--- config.mk ---
export PLATFORM = sky130hd
export DESIGN_NAME = ostt_front
export DESIGN_NICKNAME = d
export VERILOG_FILES = /design/src/rtl/ostt_pkg.sv /design/src/rtl/ostt_front.sv
export SDC_FILE = /design/constraint.sdc
export NUM_CORES = 1
export LEC_CHECK = 0
export BUFFER_PORTS_ARGS = -buffer_cell sky130_fd_sc_hd__buf_2
export CAP_MARGIN = 20
export CORE_ASPECT_RATIO = 0.7
export CORE_MARGIN = 2
export CORE_UTILIZATION = 52
export CTS_CLUSTER_SIZE = 40
export DETAILED_ROUTE_END_ITERATION = 16
export GPL_TIMING_DRIVEN = 0
export PLACE_DENSITY = 0.85
export SYNTH_ARGS = -nofsm -noshare
export SYNTH_HDL_FRONTEND = slang
export SYNTH_SLANG_ARGS = --single-unit
--- constraint.sdc ---
create_clock -name clk_i -period 6.4 [get_ports clk_i]
set_input_delay 0.96 -clock clk_i [delete_from_list [all_inputs] [get_ports clk_i]]
set_output_delay 0.96 -clock clk_i [all_outputs]
set_load 0.05 [all_outputs]
--- src/rtl/ostt_pkg.sv ---
// shared types and constants of the one-shot timer table
package ostt_pkg;

  localparam int unsigned Slots      = 64;
  localparam int unsigned SlotBits   = $clog2(Slots);
  localparam int unsigned HandleBits = 16;
  localparam int unsigned CmdDepth   = 2;

  typedef enum logic [2:0] {
    OP_TICK   = 3'd0,
    OP_START  = 3'd1,
    OP_CANCEL = 3'd2,
    OP_QUERY  = 3'd3,
    OP_SCAN   = 3'd4
  } opcode_e;

  typedef enum logic [1:0] {
    KIND_ACK     = 2'd0,
    KIND_EXPIRY  = 2'd1,
    KIND_FULL    = 2'd2,
    KIND_NOTHING = 2'd3
  } kind_e;

  typedef struct packed {
    logic [2:0]  opcode;
    logic [15:0] timer_id;
    logic [31:0] duration;
    logic [31:0] param_token;
  } in_item_t;

  typedef struct packed {
    logic [1:0]  result_kind;
    logic [15:0] event_id;
    logic [31:0] event_param;
    logic        running;
    logic        last;
  } out_item_t;

  // classified command handed from front to back
  typedef struct packed {
    opcode_e         op;
    logic            is_valid_op;
    logic [15:0]     handle;
    logic [31:0]     duration;
    logic [31:0]     token;
  } cmd_t;

endpackage

--- src/rtl/ostt_front.sv ---
// front end: accepts transactions, classifies them and queues commands
module ostt_front (
  input  logic               clk_i,
  input  logic               rst_ni,
  input  logic               push,
  output logic               full,
  input  ostt_pkg::in_item_t in_item_i,
  output logic               cmd_valid_o,
  input  logic               cmd_ready_i,
  output ostt_pkg::cmd_t     cmd_o
);
  import ostt_pkg::*;

  cmd_t                        q_mem [CmdDepth];
  logic [$clog2(CmdDepth)-1:0] wr_q, wr_d, rd_q, rd_d;
  logic [$clog2(CmdDepth):0]   cnt_q, cnt_d;
  cmd_t                        cmd_new;
  logic                        do_push, do_pop;

  always_comb begin
    cmd_new.is_valid_op = (in_item_i.opcode <= OP_SCAN);
    cmd_new.op          = opcode_e'(in_item_i.opcode);
    cmd_new.handle      = in_item_i.timer_id & 16'((33'd1 << HandleBits) - 33'd1);
    cmd_new.duration    = in_item_i.duration;
    cmd_new.token       = in_item_i.param_token;
  end

  assign full        = (cnt_q == ($clog2(CmdDepth)+1)'(CmdDepth));
  assign do_push     = push && !full;
  assign cmd_valid_o = (cnt_q != '0);
  assign do_pop      = cmd_valid_o && cmd_ready_i;
  assign cmd_o       = q_mem[rd_q];

  always_comb begin
    wr_d  = do_push ? wr_q + 1'b1 : wr_q;
    rd_d  = do_pop ? rd_q + 1'b1 : rd_q;
    cnt_d = cnt_q + ($clog2(CmdDepth)+1)'(do_push) - ($clog2(CmdDepth)+1)'(do_pop);
  end

  always_ff @(posedge clk_i) begin
    if (do_push) begin
      q_mem[wr_q] <= cmd_new;
    end
  end

  always_ff @(posedge clk_i or negedge rst_ni) begin
    if (!rst_ni) begin
      wr_q  <= '0;
      rd_q  <= '0;
      cnt_q <= '0;
    end else begin
      wr_q  <= wr_d;
      rd_q  <= rd_d;
      cnt_q <= cnt_d;
    end
  end

endmodule

Yosys cells after proc, flatten, opt, wreduce, memory -nomap -nowiden --
Memories as Yosys holds them, arrays and structs flattened. Index checks and enable logic that the tools add are counted.
Cells by class: reduce and logical (&&, ||, !) cells 4, equal/unequal tests 1, muxes and demuxes 2, $add $sub $neg 4, $lt $le $gt $ge 1
Operators by type and width (count):
- less-or-equal comparator 3 bit, second input constant | 1
- adder 1 bit, second input constant | 2
- adder 2 x 1 -> 2 bit | 1
- == test 2 bit, second input constant | 1
- logical AND 1 bit | 2
- two-way mux 1 bit | 2
- nonzero test 2 bit | 1
- subtractor 2 x 1 -> 2 bit | 1
- logical NOT 1 bit | 1
Word-level totals: output and inout port bits 86, flip-flop bits (word level) 4, bits in writable memories 168, memories 1
Memories:
- q_mem | words 2, width 84, rd ports 1, clocked after memory_dff 0, wr ports 1, line ostt_front.sv:14 | cmd_t q_mem [CmdDepth];

Logic depth before layout (Yosys ltp) --
depth in word-level cells 5, gate-level depth with buffers 7, mapped depth without buffers 7

Least setup slack after synthesis --
Ideal clock, no wire load.
path type input -> register, start input port push, end memory q_mem[0][0] (netlist name), enable pin, cell stages on the path 2, arrival time 4.556 ns, slack 1.317 ns, buffers on the path 0, library setup time 0.527 ns, cells stage by stage nand2_1 > nor2_1
Between the ends: cells in the longest elaborated chain, start to end 3
Ends and longest elaborated chain:
- from (decl) | line ostt_front.sv:5 | input logic push,
- logical AND 1 bit | line ostt_front.sv:29 | assign do_push = push && !full;
- two-way mux 1 bit | line ostt_front.sv:41 | if (do_push) begin
- two-way mux 1 bit (not written as such) | line ostt_front.sv:42 | q_mem[wr_q] <= cmd_new;
- to (decl) | line ostt_front.sv:14
No other way between the ends.

==> impl_metrics.toml <==
[timing]
finClkSkew_ns = 0.0104
final.period_utilization_pct = 43.0
rsz0062_at_grt = "false"
hold_violations = 0
final-max-slew-violation-count = 0
setup_viol = 0
setup_slack_ns = 3.65
relSlewSlack_pct = 43.2
max_clock_freq_mhz = 363
min_period_ns = 2.75
tightest_slew_ns = 0.850
hold_ws_ns = 0.340

[setup_path]
slowest_delay_ns = 0.38
r2r_start = "cnt_q[1]$_DFF_PN0_"
worstPathCellList = "buf_4, buf_6, mux2_1, buf_2"
crit_arrival_ns = 1.79
required_ns = 5.44
worst_setup_path_end_kind = "output pin"
critPathKind = "flip-flop to output pin"
r2r_slack_ns = 4.41
r2r.worst_path.cells = 4
timing.critical_path.from_type = "flip-flop"
cp_max_fo = 10
r2r_end = "q_mem[0][48]$_DFFE_PP_"
crit_slowest_cell = "dfrtp_1"

[global_routing]
overflow = 0
track_usage_pct = 17.8
top_usage_layer = "met2"
grt_max_degree = 46
antenna_found_initial = 0
grt_first_pass_wirelength_mm = 16.7
globalRouteMet3Util_pct = 6.48
grt.met2_usage_pct = 28.6
grt_pass1_vias = 3276
use_met1_pct = 22.4

[floorplanning]
die_w_um = 135
start_util_pct = 53.5
die_h_um = 95.9
dieArea_sq_um = 13000
row_count = 33
coreArea_sq_um = 11700
ios = 173

[drt]
vias = 3204
drt_iter0_drc = 256
drt-total-wl_mm = 11.3
via_per_inst = 4.98
wl_per_cell_um = 17.5
drt_first_pass_iters = 4
ant_nets = 0
drc_errors = 0

[synthesis]
synth.distinct_cells = 18
synth_warnings = 0
yosysSeqAreaShare_pct = 82.0
syn_area_per_cell_sq_um = 22.4
synthCells = 280
ys_seq_elements = 172
syn_area_sq_um = 6270
syn-num-nets = 369

[min_path]
hold_path.class = "input pin to asynchronous set/reset pin"

[clocking]
cts_tree = "built"
htreeDepth = 4
post-cts-setup-buffers = 0
ctsHoldBuffers = 0
clk_latency_ns = 0.42
clk_pin_slew_worst_paths_ns = 0.06
cts_made_buffers = 17
ctsRootBufferMaster = "clkbuf_16"
cts-resized-gates = 0
cts_buffer_depth = 2
clkSinkCount = 172

[power]
p_clk_share_pct = 21.0
p_switching_w = 0.00180
p_per_area_nw_per_um2 = 544
ir_worst_vdd_uv = 333
switching_share_pct = 41.7
seqPwrFrac_pct = 37.1
combinationalPowerShare_pct = 41.9
power_leakage_nw = 2.99
power.internal_w = 0.00252
finalPower_w = 0.00431

[finish]
utilization_pct = 67.7
final_cell_mix = "buf_2 (175), edfxtp_1 (168), mux2_1 (50), mux2_2 (34), clkbuf_16 (17)"
fin_cells = 644
fillers = 775
drive_gt1_share_pct = 51.3
register_area_sq_um = 5140
antenna_cells = 0
syn_to_final_growth_pct = 26.5
layout.nets = 563
final_common_cell = "buf_2"
multiInputGateArea_sq_um = 1060

[run_status]
outcome = "finished clean"

[placement]
place_congestion = 0.729
port-buffer-count = 172
dp_cells = 612
pre_cts_slack_ns = 3.89
place_hpwl_mm = 7.48

[run]
cap_violations = 0
==> registers in the layout, summed over array words and instances (netlist names) <==
signal  flops
q_mem     168
rd_q        1
cnt_q       2
wr_q        1
==> power groups by stage <==
stage / Clock (W) / Sequential (W) / Combinational (W)
global placement: 0 / 0.00165 / 0.00176
detailed placement: 0 / 0.00162 / 0.00182
global route: 0.000969 / 0.00162 / 0.00190
floorplan: 0 / 0.00163 / 0.00140
CTS: 0.000926 / 0.00160 / 0.00183
finish: 0.000908 / 0.00160 / 0.00181
==> final cells by class <==
| type | count | share of cell area, % |
|---|---|---|
| Sequential cell | 172 | 64.8 |
| Multi-Input combinational cell | 97 | 13.3 |
| Timing Repair Buffer | 175 | 11.7 |
| Clock buffer | 19 | 5.45 |
| Tap cell | 157 | 2.48 |
| Clock inverter | 13 | 1.15 |
| Buffer | 9 | 0.993 |
| Inverter | 2 | 0.0946 |
==> per-stage QoR <==
stage,area [sq um],setup TNS [ns]
2_1_floorplan,6270,0
3_3_place_gp,7330,-33.48
3_5_place_dp,7410,0
4_1_cts,7940,0
5_1_grt,7940,0
6_report,7940,0
==> worst max-delay path by stage <==
stage / start / endpoint / slack [ns] / cells after the start
global placement: push / q_mem[0][50]$_DFFE_PP_ / -0.40 / 3
floorplan: push / q_mem[0][0]$_DFFE_PP_ / 1.32 / 2
global route: rd_q$_DFFE_PN0P_ / cmd_o[10] / 3.56 / 4
CTS: rd_q$_DFFE_PN0P_ / cmd_o[11] / 3.60 / 4
detailed placement: push / q_mem[0][43]$_DFFE_PP_ / 3.89 / 4
finish: rd_q$_DFFE_PN0P_ / cmd_o[10] / 3.65 / 4
==> cells by family after synthesis <==
| family | synth area share, % |
|---|---|
| adder cells (fa/ha/maj) | 0.399 |
| multiplexers | 15.1 |
| XOR/XNOR | 0.558 |
| AO/OA/AOI/OAI | 0.0797 |
| flip-flops | 82.0 |
| AND/OR/NAND/NOR | 0.519 |
| buffers and inverters | 1.38 |
==> cells in the mapped netlist <==
cell	number	share of area, %
buf_4	1	0.12
dfrtp_1	4	1.6
o21ai_0	1	0.080
nand2b_1	1	0.10
mux2_1	50	9.0
buf_6	5	0.90
and3_1	1	0.10
nand2_1	1	0.060
nor2_1	1	0.060
buf_2	3	0.24
edfxtp_1	168	80
xor2_1	1	0.14
xnor2_1	3	0.42
or2_2	1	0.10
and2_1	1	0.10
mux2_2	34	6.1
inv_1	2	0.12
ha_1	2	0.40
==> per-layer routing <==
layer	part of all wire, %	up-vias	wire (um)
met2	48	141	5380
met3	9.4	11	1060
met5	0	-	0
li1	-	1499	-
met1	42	1553	4700
met4	1.0	0	115
==> critical path, delay by kind of cell, from the launching register on <==
kind | cells | cell delay (ns)
buffers and inverters | 3 | 0.66
flip-flops | 1 | 0.38
multiplexers | 1 | 0.35
(Power assumes the default switching activity.)
